`src/hw/rtl/mck_pkg.sv`:
```
// Shared types, constants and the letter table of the Morse code keyer.
package mck_pkg;

  localparam int unsigned QUEUE_DEPTH = 128;
  localparam int unsigned PTR_W       = $clog2(QUEUE_DEPTH);
  localparam int unsigned CNT_W       = $clog2(QUEUE_DEPTH + 1);

  localparam logic [15:0] DOT_RESET  = 16'd400;
  localparam logic [7:0]  CHAR_A     = 8'h61;
  localparam logic [7:0]  CHAR_Z     = 8'h7a;
  localparam logic [7:0]  CHAR_SPACE = 8'h20;

  typedef logic [PTR_W-1:0] ptr_t;
  typedef logic [CNT_W-1:0] cnt_t;

  typedef struct packed {
    logic push;
    logic pop;
  } q_ctrl_t;

  typedef struct packed {
    logic push_ok;
    cnt_t occ;
    cnt_t occ_next;
  } q_stat_t;

  typedef struct packed {
    logic       speaker;
    logic [3:0] bar_levels;
    logic [7:0] queue_count;
    logic       dropped;
    logic       busy_res;
  } result_t;

  // high nibble: element count, low nibble: dash bits, first element in bit 0
  function automatic logic [7:0] letter_code(input logic [4:0] idx);
    logic [7:0] code;
    case (idx)
      5'd0:    code = 8'h22;
      5'd1:    code = 8'h41;
      5'd2:    code = 8'h45;
      5'd3:    code = 8'h31;
      5'd4:    code = 8'h10;
      5'd5:    code = 8'h44;
      5'd6:    code = 8'h33;
      5'd7:    code = 8'h40;
      5'd8:    code = 8'h20;
      5'd9:    code = 8'h4E;
      5'd10:   code = 8'h35;
      5'd11:   code = 8'h42;
      5'd12:   code = 8'h23;
      5'd13:   code = 8'h21;
      5'd14:   code = 8'h37;
      5'd15:   code = 8'h46;
      5'd16:   code = 8'h4B;
      5'd17:   code = 8'h32;
      5'd18:   code = 8'h30;
      5'd19:   code = 8'h11;
      5'd20:   code = 8'h34;
      5'd21:   code = 8'h48;
      5'd22:   code = 8'h36;
      5'd23:   code = 8'h49;
      5'd24:   code = 8'h4D;
      5'd25:   code = 8'h43;
      default: code = 8'h00;
    endcase
    return code;
  endfunction

  function automatic ptr_t next_ptr(input ptr_t p);
    return (p == ptr_t'(QUEUE_DEPTH - 1)) ? '0 : ptr_t'(p + 1'b1);
  endfunction

endpackage

```
`src/hw/rtl/mck_in_if.sv`:
```
// Request channel carrying one tick and an optional typed character.
interface mck_in_if;
  logic       valid;
  logic       ready;
  logic       char_valid;
  logic [7:0] char_code;

  modport source (output valid, output char_valid, output char_code, input ready);
  modport sink (input valid, input char_valid, input char_code, output ready);
endinterface

```
`src/hw/rtl/mck_out_if.sv`:
```
// Result channel carrying the keyer outputs after each tick.
interface mck_out_if;
  logic       valid;
  logic       ready;
  logic       speaker;
  logic [3:0] bar_levels;
  logic [7:0] queue_count;
  logic       dropped;
  logic       busy_res;

  modport source (output valid, output speaker, output bar_levels, output queue_count,
                  output dropped, output busy_res, input ready);
  modport sink (input valid, input speaker, input bar_levels, input queue_count,
                input dropped, input busy_res, output ready);
endinterface

```
`src/hw/rtl/mck_cfg_if.sv`:
```
// Configuration write channel for the dot length register.
interface mck_cfg_if;
  logic        valid;
  logic        ready;
  logic [15:0] dot_ticks;

  modport source (output valid, output dot_ticks, input ready);
  modport sink (input valid, input dot_ticks, output ready);
endinterface

```
`src/hw/rtl/mck_queue.sv`:
```
// Character FIFO in a synchronous RAM with a prefetched head and write forwarding.
module mck_queue (
  input  logic             clk_i,
  input  logic             rst_ni,
  input  mck_pkg::q_ctrl_t ctrl_i,
  input  logic [7:0]       push_data_i,
  output mck_pkg::q_stat_t stat_o,
  output logic [7:0]       head_o
);
  import mck_pkg::*;

  logic [7:0] mem [QUEUE_DEPTH];
  logic [7:0] rdata_q;
  ptr_t       wr_q, wr_d, rd_q, rd_d;
  cnt_t       occ_q, occ_d;
  logic       push_ok;

  assign push_ok = ctrl_i.push && (occ_q != cnt_t'(QUEUE_DEPTH));
  assign wr_d    = push_ok ? next_ptr(wr_q) : wr_q;
  assign rd_d    = ctrl_i.pop ? next_ptr(rd_q) : rd_q;

  always_comb begin
    occ_d = occ_q;
    case ({push_ok, ctrl_i.pop})
      2'b10:   occ_d = cnt_t'(occ_q + 1'b1);
      2'b01:   occ_d = cnt_t'(occ_q - 1'b1);
      default: occ_d = occ_q;
    endcase
  end

  // empty queue: the character pushed this tick is the head
  assign head_o = (occ_q == '0) ? push_data_i : rdata_q;

  assign stat_o.push_ok  = push_ok;
  assign stat_o.occ      = occ_q;
  assign stat_o.occ_next = occ_d;

  always_ff @(posedge clk_i) begin
    if (push_ok) begin
      mem[wr_q] <= push_data_i;
    end
    if (push_ok && (wr_q == rd_d)) begin
      rdata_q <= push_data_i;
    end else begin
      rdata_q <= mem[rd_d];
    end
  end

  always_ff @(posedge clk_i or negedge rst_ni) begin
    if (!rst_ni) begin
      wr_q  <= '0;
      rd_q  <= '0;
      occ_q <= '0;
    end else begin
      wr_q  <= wr_d;
      rd_q  <= rd_d;
      occ_q <= occ_d;
    end
  end

`ifndef NO_ASSERTIONS
  a_pop_has_data: assert property (@(posedge clk_i) disable iff (!rst_ni)
    ctrl_i.pop |-> (occ_q != '0) || push_ok)
    else $error("pop from empty queue");

  a_occ_bound: assert property (@(posedge clk_i) disable iff (!rst_ni)
    occ_q <= cnt_t'(QUEUE_DEPTH))
    else $error("queue occupancy overflow");

  a_ptr_gap: assert property (@(posedge clk_i) disable iff (!rst_ni)
    (occ_q == '0) |-> (wr_q == rd_q))
    else $error("pointers disagree on empty queue");
`endif
endmodule

```
`src/hw/rtl/morse_code_keyer.sv`:
```
// Morse code keyer top level: character queue, element player, result buffer.
// Each accepted tick's result is registered in main_q, or first in skid_q while main_q is held, to drive out_o.
// Throughput: one tick per cycle while in_i is ready; the queue head is prefetched from the RAM.
// Results wait in a two-entry buffer; in_i stalls only when both entries are full.
// Reset: asynchronous, clears pointers, player state and buffers; dot_ticks returns to 400.
module morse_code_keyer (
  input  logic      clk_i,
  input  logic      rst_ni,
  mck_in_if.sink    in_i,
  mck_cfg_if.sink   cfg_i,
  mck_out_if.source out_o
);
  import mck_pkg::*;

  typedef enum logic [1:0] {
    PH_IDLE,
    PH_TONE,
    PH_GAP,
    PH_SPACE
  } phase_e;

  phase_e      phase_q, phase_d;
  logic [18:0] timer_q, timer_d;
  logic [3:0]  pat_q, pat_d;
  logic [2:0]  left_q, left_d;
  logic        tone_q, tone_d;
  logic [15:0] dot_q;

  logic [15:0] dot_len;
  logic [18:0] len1, len3, len7;
  logic        in_fire, out_fire, busy;
  logic [7:0]  head, code;
  q_ctrl_t     q_ctrl;
  q_stat_t     q_stat;
  result_t     res, main_q, skid_q;
  logic        main_v_q, skid_v_q;

  assign dot_len = (dot_q == '0) ? 16'd1 : dot_q;
  assign len1    = {3'b000, dot_len};
  assign len3    = 19'(len1 << 1) + len1;
  assign len7    = 19'(len1 << 3) - len1;

  assign in_fire      = in_i.valid && in_i.ready;
  assign out_fire     = main_v_q && out_o.ready;
  assign in_i.ready   = !skid_v_q;
  assign cfg_i.ready  = 1'b1;

  assign q_ctrl.push = in_fire && in_i.char_valid;
  assign q_ctrl.pop  = in_fire && (phase_q == PH_IDLE) &&
                       ((q_stat.occ != '0) || q_stat.push_ok);

  mck_queue u_queue (
    .clk_i       (clk_i),
    .rst_ni      (rst_ni),
    .ctrl_i      (q_ctrl),
    .push_data_i (in_i.char_code),
    .stat_o      (q_stat),
    .head_o      (head)
  );

  always_comb begin
    phase_d = phase_q;
    timer_d = timer_q;
    pat_d   = pat_q;
    left_d  = left_q;
    tone_d  = tone_q;
    code    = '0;
    if (q_ctrl.pop) begin
      if ((head >= CHAR_A) && (head <= CHAR_Z)) begin
        code    = letter_code(5'(head - CHAR_A));
        pat_d   = code[3:0];
        left_d  = code[6:4];
        phase_d = PH_TONE;
        timer_d = code[0] ? len3 : len1;
      end else if (head == CHAR_SPACE) begin
        phase_d = PH_SPACE;
        timer_d = len7;
      end
    end
    busy = (phase_d != PH_IDLE);
    case (phase_d)
      PH_TONE: begin
        tone_d  = ~tone_d;
        timer_d = timer_d - 19'd1;
        if (timer_d == '0) begin
          phase_d = PH_GAP;
          timer_d = len1;
        end
      end
      PH_GAP: begin
        tone_d  = 1'b0;
        timer_d = timer_d - 19'd1;
        if (timer_d == '0) begin
          left_d = left_d - 3'd1;
          pat_d  = pat_d >> 1;
          if (left_d != '0) begin
            phase_d = PH_TONE;
            timer_d = pat_d[0] ? len3 : len1;
          end else begin
            phase_d = PH_IDLE;
          end
        end
      end
      PH_SPACE: begin
        tone_d  = 1'b0;
        timer_d = timer_d - 19'd1;
        if (timer_d == '0) begin
          phase_d = PH_IDLE;
        end
      end
      default: ;
    endcase
  end

  always_comb begin
    res.speaker       = tone_d;
    res.bar_levels[0] = q_stat.occ_next >= cnt_t'(1);
    res.bar_levels[1] = q_stat.occ_next >= cnt_t'(2);
    res.bar_levels[2] = q_stat.occ_next >= cnt_t'(3);
    res.bar_levels[3] = q_stat.occ_next >= cnt_t'(4);
    res.queue_count   = 8'(q_stat.occ_next);
    res.dropped       = q_ctrl.push && !q_stat.push_ok;
    res.busy_res      = busy;
  end

  always_ff @(posedge clk_i or negedge rst_ni) begin
    if (!rst_ni) begin
      phase_q <= PH_IDLE;
      timer_q <= '0;
      pat_q   <= '0;
      left_q  <= '0;
      tone_q  <= 1'b0;
      dot_q   <= DOT_RESET;
    end else begin
      if (in_fire) begin
        phase_q <= phase_d;
        timer_q <= timer_d;
        pat_q   <= pat_d;
        left_q  <= left_d;
        tone_q  <= tone_d;
      end
      if (cfg_i.valid && cfg_i.ready) begin
        dot_q <= cfg_i.dot_ticks;
      end
    end
  end

  always_ff @(posedge clk_i or negedge rst_ni) begin
    if (!rst_ni) begin
      main_v_q <= 1'b0;
      skid_v_q <= 1'b0;
    end else if (!main_v_q || out_fire) begin
      if (skid_v_q) begin
        main_v_q <= 1'b1;
        skid_v_q <= in_fire;
      end else begin
        main_v_q <= in_fire;
      end
    end else if (in_fire) begin
      skid_v_q <= 1'b1;
    end
  end

  always_ff @(posedge clk_i) begin
    if (!main_v_q || out_fire) begin
      if (skid_v_q) begin
        main_q <= skid_q;
        if (in_fire) begin
          skid_q <= res;
        end
      end else if (in_fire) begin
        main_q <= res;
      end
    end else if (in_fire) begin
      skid_q <= res;
    end
  end

  assign out_o.valid       = main_v_q;
  assign out_o.speaker     = main_q.speaker;
  assign out_o.bar_levels  = main_q.bar_levels;
  assign out_o.queue_count = main_q.queue_count;
  assign out_o.dropped     = main_q.dropped;
  assign out_o.busy_res    = main_q.busy_res;

`ifndef NO_ASSERTIONS
  a_skid_order: assert property (@(posedge clk_i) disable iff (!rst_ni)
    skid_v_q |-> main_v_q)
    else $error("skid entry without main entry");

  a_idle_timer: assert property (@(posedge clk_i) disable iff (!rst_ni)
    (phase_q == PH_IDLE) |-> (timer_q == '0))
    else $error("idle player with running timer");

  a_active_timer: assert property (@(posedge clk_i) disable iff (!rst_ni)
    (phase_q != PH_IDLE) |-> (timer_q != '0))
    else $error("active phase with expired timer");

  a_bars_full: assert property (@(posedge clk_i) disable iff (!rst_ni)
    (main_v_q && (main_q.queue_count >= 8'd4)) |-> (main_q.bar_levels == 4'hF))
    else $error("thermometer disagrees with queue count");
`endif
endmodule
```
`src/flat_wrapper.sv`:
```
// flat-port wrapper written by rule: the top's interface ports become plain ports
module morse_code_keyer_flat import mck_pkg::*;
  (clk_i, rst_ni, in_i_valid, in_i_char_valid, in_i_char_code, in_i_ready, cfg_i_valid, cfg_i_dot_ticks, cfg_i_ready, out_o_valid, out_o_speaker, out_o_bar_levels, out_o_queue_count, out_o_dropped, out_o_busy_res, out_o_ready);
  mck_in_if in_i_i ();
  mck_cfg_if cfg_i_i ();
  mck_out_if out_o_i ();
  input  logic clk_i;
  input  logic rst_ni;
  input wire logic [$bits(in_i_i.valid)-1:0] in_i_valid;
  input wire logic [$bits(in_i_i.char_valid)-1:0] in_i_char_valid;
  input wire logic [$bits(in_i_i.char_code)-1:0] in_i_char_code;
  output wire logic [$bits(in_i_i.ready)-1:0] in_i_ready;
  input wire logic [$bits(cfg_i_i.valid)-1:0] cfg_i_valid;
  input wire logic [$bits(cfg_i_i.dot_ticks)-1:0] cfg_i_dot_ticks;
  output wire logic [$bits(cfg_i_i.ready)-1:0] cfg_i_ready;
  output wire logic [$bits(out_o_i.valid)-1:0] out_o_valid;
  output wire logic [$bits(out_o_i.speaker)-1:0] out_o_speaker;
  output wire logic [$bits(out_o_i.bar_levels)-1:0] out_o_bar_levels;
  output wire logic [$bits(out_o_i.queue_count)-1:0] out_o_queue_count;
  output wire logic [$bits(out_o_i.dropped)-1:0] out_o_dropped;
  output wire logic [$bits(out_o_i.busy_res)-1:0] out_o_busy_res;
  input wire logic [$bits(out_o_i.ready)-1:0] out_o_ready;
  assign in_i_i.valid = in_i_valid;
  assign in_i_i.char_valid = in_i_char_valid;
  assign in_i_i.char_code = in_i_char_code;
  assign in_i_ready = in_i_i.ready;
  assign cfg_i_i.valid = cfg_i_valid;
  assign cfg_i_i.dot_ticks = cfg_i_dot_ticks;
  assign cfg_i_ready = cfg_i_i.ready;
  assign out_o_valid = out_o_i.valid;
  assign out_o_speaker = out_o_i.speaker;
  assign out_o_bar_levels = out_o_i.bar_levels;
  assign out_o_queue_count = out_o_i.queue_count;
  assign out_o_dropped = out_o_i.dropped;
  assign out_o_busy_res = out_o_i.busy_res;
  assign out_o_i.ready = out_o_ready;
  morse_code_keyer u_core (.clk_i(clk_i), .rst_ni(rst_ni), .in_i(in_i_i), .cfg_i(cfg_i_i), .out_o(out_o_i));
endmodule
```
`config.mk`:
```
export PLATFORM = sky130hd
export DESIGN_NAME = morse_code_keyer_flat
export DESIGN_NICKNAME = d
export VERILOG_FILES = /design/src/hw/rtl/mck_pkg.sv /design/src/hw/rtl/mck_in_if.sv /design/src/hw/rtl/mck_out_if.sv /design/src/hw/rtl/mck_cfg_if.sv /design/src/hw/rtl/mck_queue.sv /design/src/hw/rtl/morse_code_keyer.sv /design/src/flat_wrapper.sv
export SDC_FILE = /design/constraint.sdc
export NUM_CORES = 1
export LEC_CHECK = 0
export ABC_AREA = 1
export BUFFER_PORTS_ARGS = -buffer_cell sky130_fd_sc_hd__buf_2
export CAP_MARGIN = 20
export CORE_MARGIN = 2
export CORE_UTILIZATION = 45
export CTS_CLUSTER_SIZE = 30
export DETAILED_ROUTE_END_ITERATION = 12
export MAX_ROUTING_LAYER = met4
export PLACE_DENSITY = 0.6
export SLEW_MARGIN = 20
export SYNTH_ARGS = -nofsm -noshare
export SYNTH_HDL_FRONTEND = slang
export SYNTH_SLANG_ARGS = --single-unit
```
`constraint.sdc`:
```
create_clock -name clk_i -period 6.9 [get_ports clk_i]
set_input_delay 1.035 -clock clk_i [delete_from_list [all_inputs] [get_ports clk_i]]
set_output_delay 1.035 -clock clk_i [all_outputs]
set_load 0.02 [all_outputs]
```
---- Yosys cells after proc, flatten, opt, wreduce, memory -nomap -nowiden ----
Memories as Yosys holds them, arrays and structs flattened. A register that Yosys moved wholly into a read port is not among the register bits.
Cells that the tools add are included.
operators by class
  add/subtract/negate cells ............... 9
  bitwise operators ....................... 1
  $lt $le $gt $ge ......................... 6
  equal/unequal tests ..................... 10
  reductions and logical operators ........ 24
  multiplexer cells ....................... 45
operators by type and width
  kind                                                            number
  two-way mux 19 bit                                              8
  two-way mux 15 bit                                              5
  one-hot mux 19 bit (3 select lines)                             1
  two-way mux 7 bit                                               5
  logical NOT 19 bit                                              1
  subtractor 19 x 1 -> 19 bit, second input constant              1
  subtractor 19 x 16 -> 19 bit                                    1
  adder 17 x 16 -> 18 bit                                         1
  >= comparator 8 x 2 -> 1 bit, second input constant             2
  logical NOT 16 bit                                              1
  two-way mux 16 bit                                              1
  two-way mux 4 bit                                               4
  one-hot mux 8 bit (2 select lines)                              1
  adder 7 x 1 -> 7 bit, second input constant                     2
  == test 7 bit, second input constant                            2
  two-way mux 2 bit                                               6
  two-way mux 3 bit                                               4
  adder 8 x 1 -> 8 bit, second input constant                     1
  == test 8 x 6 -> 1 bit, second input constant                   1
  >= comparator 8 x 1 -> 1 bit, second input constant             1
  >= comparator 8 x 3 -> 1 bit, second input constant             1
  >= comparator 8 x 7 -> 1 bit, second input constant             1
  less-or-equal comparator 8 x 7 -> 1 bit, second input constant  1
  logical AND 1 bit                                               8
  other kinds (21)                                                35
word-level totals
  bits in read-only memories .............. 224
  memory bits (writable) .................. 1,024
  output and inout bits ................... 18
  bits in registers ....................... 99
  memories kept ........................... 2
memory list
  memory              depth  width  rd ports  clocked after memory_dff  wr ports  line             text
  u_core.u_queue.mem  128    8      1         1                         1         mck_queue.sv:12  logic [7:0] mem [QUEUE_DEPTH];
  (no name shown)     32     7      1         0                         0         mck_pkg.sv:38    case (idx)

---- Logic depth before layout (Yosys ltp) ----
  depth after elaboration ................. 14
  gate-level depth with buffers ........... 46

---- Hierarchy ----
From an unflattened synthesis, not the netlist that was laid out.
unflattened totals
  cells, all modules ...................... 5,042
  area total of the unflattened synthesis .. 51,891.0 um^2
by module, submodules not included
  module            sequential area each (um^2)  area an instance (um^2)  cells an instance  instances
  mck_queue         31,440.2                     43,576.8                 3,705              1
  morse_code_keyer  2,055.7                      8,314.2                  1,337              1

---- Worst setup path before layout ----
Ideal clock, no wire load.
  path kind ............................... register to register
  start ................................... register with a tool-made name
  end ..................................... register u_core.timer_q[7]
  stages on the path, launching flop included .. 46
  setup slack ............................. 1.575 ns
  setup time .............................. 0.117 ns
  arrival time ............................ 5.208 ns
  path through ............................ dfxtp_1 -> buf_6 -> buf_4 -> buf_2 -> nand2_1 -> nand3_1 -> nand3_1 -> nand3_1 -> nand3_1 -> nand2_1 -> nand2_1 -> nand3_1 -> nand3_1 -> nand2_1 -> inv_1 -> ha_1 -> ha_1 -> clkbuf_1 -> (+10 left out) -> ha_1 -> nand2_1 -> nor2_4 -> nand2_1 -> nand2_1 -> nand2_1 -> nor2_1 -> nand2_1 -> nor2_1 -> nand2_2 -> nor2_8 -> nand3_1 -> nand2_1 -> nand3_2 -> nand2_1 -> nand2_1 -> nand2_1 -> nand2_1
RTL lines
  item                  line                     text
  to (signal assigned)  morse_code_keyer.sv:137  timer_q <= timer_d;
  to (decl)             morse_code_keyer.sv:23   logic [18:0] timer_q, timer_d;

==> flow_metrics.tcl <==
set metrics [dict create \
    synth-main-ff-cell "edfxtp_1" \
    setup.worst_path.end "u_core.timer_q[7]" \
    critPathRequiredTime_ps 7510 \
    max-cap-violations 0 \
    grt_pass1_wl_mm 216 \
    num_vias 36422 \
    fin_crit_sh 0.922 \
    drt_iter0_drc 3792 \
    power_per_cell_area_nw_per_um2 413 \
    wl_met1_mm 62.9 \
    die_w_um 340 \
    dieArea_um2 116000 \
    layout_commonest_cell "nand2_1" \
    core_um2 112000 \
    synthCells 4831 \
    fin_skew_ps 28.6 \
    hold_buffers 0 \
    io_buffers 46 \
    internal_power_mw 14.1 \
    met3_length_mm 9.63 \
    grt_max_degree 88 \
    max_freq_ghz 0.157 \
    cp.arrival_ps 6970 \
    place_hpwl_mm 89.7 \
    critPathMaxStageDelay_ps 450 \
    cts.clk_slew.worst_paths_ps 60 \
    top_layer "met4" \
    routed_via_density 5.62 \
    antenna_found_initial 2 \
    worst_slack_ps 540 \
    finalSetupViolations 0 \
    initial_utilization 0.453 \
    worst_skew_pair.late_latency_ps 710 \
    final_cell_mix "nand2_1, edfxtp_1, nand3_1" \
    gr-total-overflow 0 \
    wl_met2_mm 66.5 \
    grt_usage 0.249 \
    root_buffer "clkbuf_16" \
    grt_pass1_vias 34655 \
    dr.pass1.iters 8 \
    crit_type "reg2reg" \
    timing.slew.headroom 0.306 \
    holdCritPathClass "in2async" \
    leakage_nw 20.9 \
    pwr-share-seq 0.337 \
    switching_share 0.401 \
    yosysSeqAreaShare 0.658 \
    clock_path_buffers 3 \
    start_kind "register" \
    area_growth_syn_to_layout_pct 11.5 \
    routedWlPerCell_um 22.1 \
    rows 123 \
    end_kind "register" \
    nets 4968 \
    irDropWorstVdd_v 0.000241 \
    hold_viol 0 \
    rsz0062_at_grt "false" \
    setup_tns_ps 0 \
    r2r_setup_slack_ps 540 \
    status "finished, final reports clean" \
    slew_viol_final 0 \
    ctsHtreeMaxLevel 3 \
    synth_cell_types 55 \
    synth_area_um2 50900 \
    place_congestion 0.944 \
    layout-drive-gt1-share 0.0860 \
    synthesis.nets 4923 \
    drc 0 \
    post-place-ws_ps 392 \
    antennaDiodeCount 0 \
    tightest_slew_ps 1040 \
    cp_max_fo 37 \
    synth-edff-count 1054 \
    avgSynthCellArea_um2 10.5 \
    min_period_ps 6360 \
    fill_cells 10086 \
    power_frac_comb 0.401 \
    crit_slowest_cell "dfxtp_4" \
    clkSinkCount 1129 \
    r2r_cells 41 \
    cts_tree "yes" \
    crit_top_cell "nand2_1" \
    p_clk_frac 0.261 \
    yosysWarnings 0 \
    async_flop_share 0.0602 \
    io_pins 48 \
    die_y_um 340 \
    numCtsBuffers 116 \
    rr_endpoint "u_core.timer_q[7]" \
    switchingPower_mw 9.42 \
    yosys_register_bits 1129 \
    ant_nets 0 \
    wirelength_mm 143 \
]
logic make-up (layout without fill, tap and decap cells):
group,after synthesis,count (layout),synth area share
AOI/OAI and AO/OA,545,545,0.0584
buffers and inverters,455,602,0.0438
other,1,1,0.0000737
adders and majority gates,62,62,0.0155
xor gates and xnor gates,41,41,0.00705
and+or+nand+nor,2598,2598,0.217
DFF,1129,1129,0.658
routing by layer:
metal | vias up | track usage
met5 | - | -
met1 | 17846 | 0.348
met2 | 1355 | 0.383
li1 | 17006 | -
met4 | 0 | 0.0773
met3 | 215 | 0.0313
state kept, by name (all words and copies together), names as in the netlist, named ones only:
signal / flops
u_core.dot_q: 16
u_core.left_q: 3
u_core.out_o.bar_levels: 4
u_core.out_o.busy_res: 1
u_core.out_o.dropped: 1
u_core.out_o.queue_count: 8
u_core.out_o.speaker: 1
u_core.out_o.valid: 1
u_core.pat_q: 3
u_core.phase_q: 2
u_core.skid_q: 15
u_core.skid_v_q: 1
u_core.timer_q: 19
u_core.tone_q: 1
u_core.u_queue.mem: 1024
u_core.u_queue.occ_q: 8
u_core.u_queue.rd_q: 7
u_core.u_queue.wr_q: 7
power groups by stage:
stage                     combinational (mW)  sequential (mW)  clock (mW)
final                                   9.42             7.92        6.14
after global routing                    10.4             7.94        6.48
after CTS                               9.26             7.92        6.22
after detailed placement                9.23             8.06           0
after global placement                  9.21             8.06           0
after floorplan                         6.37             7.97           0
cell usage after synthesis, types with 5 or more instances:
library cell | n | area, µm²
dfxtp_1 | 7 | 140
ha_1 | 60 | 751
o21ai_1 | 72 | 360
nand3_1 | 756 | 3780
buf_2 | 90 | 450
o31ai_1 | 6 | 45.0
nand3b_1 | 5 | 37.5
nand4_1 | 36 | 225
o21ai_0 | 248 | 1240
dfrtp_1 | 65 | 1630
a31oi_1 | 8 | 50.1
xnor2_1 | 7 | 61.3
a21oi_1 | 75 | 375
clkbuf_1 | 88 | 330
xor2_1 | 34 | 298
nand2_1 | 1244 | 4670
nand3_2 | 5 | 50.1
nor2_4 | 6 | 67.6
buf_4 | 34 | 255
buf_1 | 20 | 75.1
o22ai_1 | 110 | 688
nand2_2 | 13 | 81.3
buf_6 | 37 | 417
o211ai_1 | 5 | 37.5
inv_1 | 175 | 657
or2_2 | 8 | 50.1
inv_2 | 9 | 33.8
nor2_2 | 7 | 43.8
nor2_1 | 493 | 1850
edfxtp_1 | 1054 | 31700
nor3_1 | 13 | 65.1
worst max-delay path, delay by kind of cell (launching register included):
kind | cells | cell delay [ps]
adders and majority gates | 3 | 850
DFF | 1 | 450
buffers and inverters | 6 | 950
and+or+nand+nor | 32 | 3950
worst min-delay path by stage:
stage	end	slack (ps)
finish	u_core.timer_q[5]	260
global route	u_core.timer_q[8]	280
CTS	u_core.dot_q[0]	230
detailed placement	u_core.pat_q[1]	470
global placement	u_core.left_q[2]	460
floorplan	u_core.left_q[2]	440
what timing repair did:
action / in CTS / in global routing
gates resized for setup: 0 / 10
setup buffers: 0 / 8
endpoints found under the setup margin: 0 / 20
through the flow:
step | hold slack, ps | cell area, µm² | utilization | cells | total power [mW]
2_1_floorplan | 444 | 50900 | - | 4831 | 14.3
3_3_place_gp | 460 | 52900 | 0.471 | 6249 | 17.3
3_5_place_dp | 467 | 52900 | 0.471 | 6249 | 17.3
4_1_cts | 232 | 56600 | 0.504 | 6469 | 23.4
5_1_grt | 276 | 56800 | 0.505 | 6478 | 24.8
6_report | 260 | 56800 | 0.505 | 6478 | 23.5
cell type report:
class / instances / area, µm² / share of cell area
tap: 1500 / 1880 / 0.0331
multi-input combinational: 3247 / 15200 / 0.268
clock buffer: 171 / 3240 / 0.0571
inverter: 186 / 729 / 0.0128
clock inverter: 49 / 464 / 0.00817
sequential: 1129 / 33500 / 0.590
timing repair buffer: 196 / 1770 / 0.0312
Power figures use the tool's default switching activity.
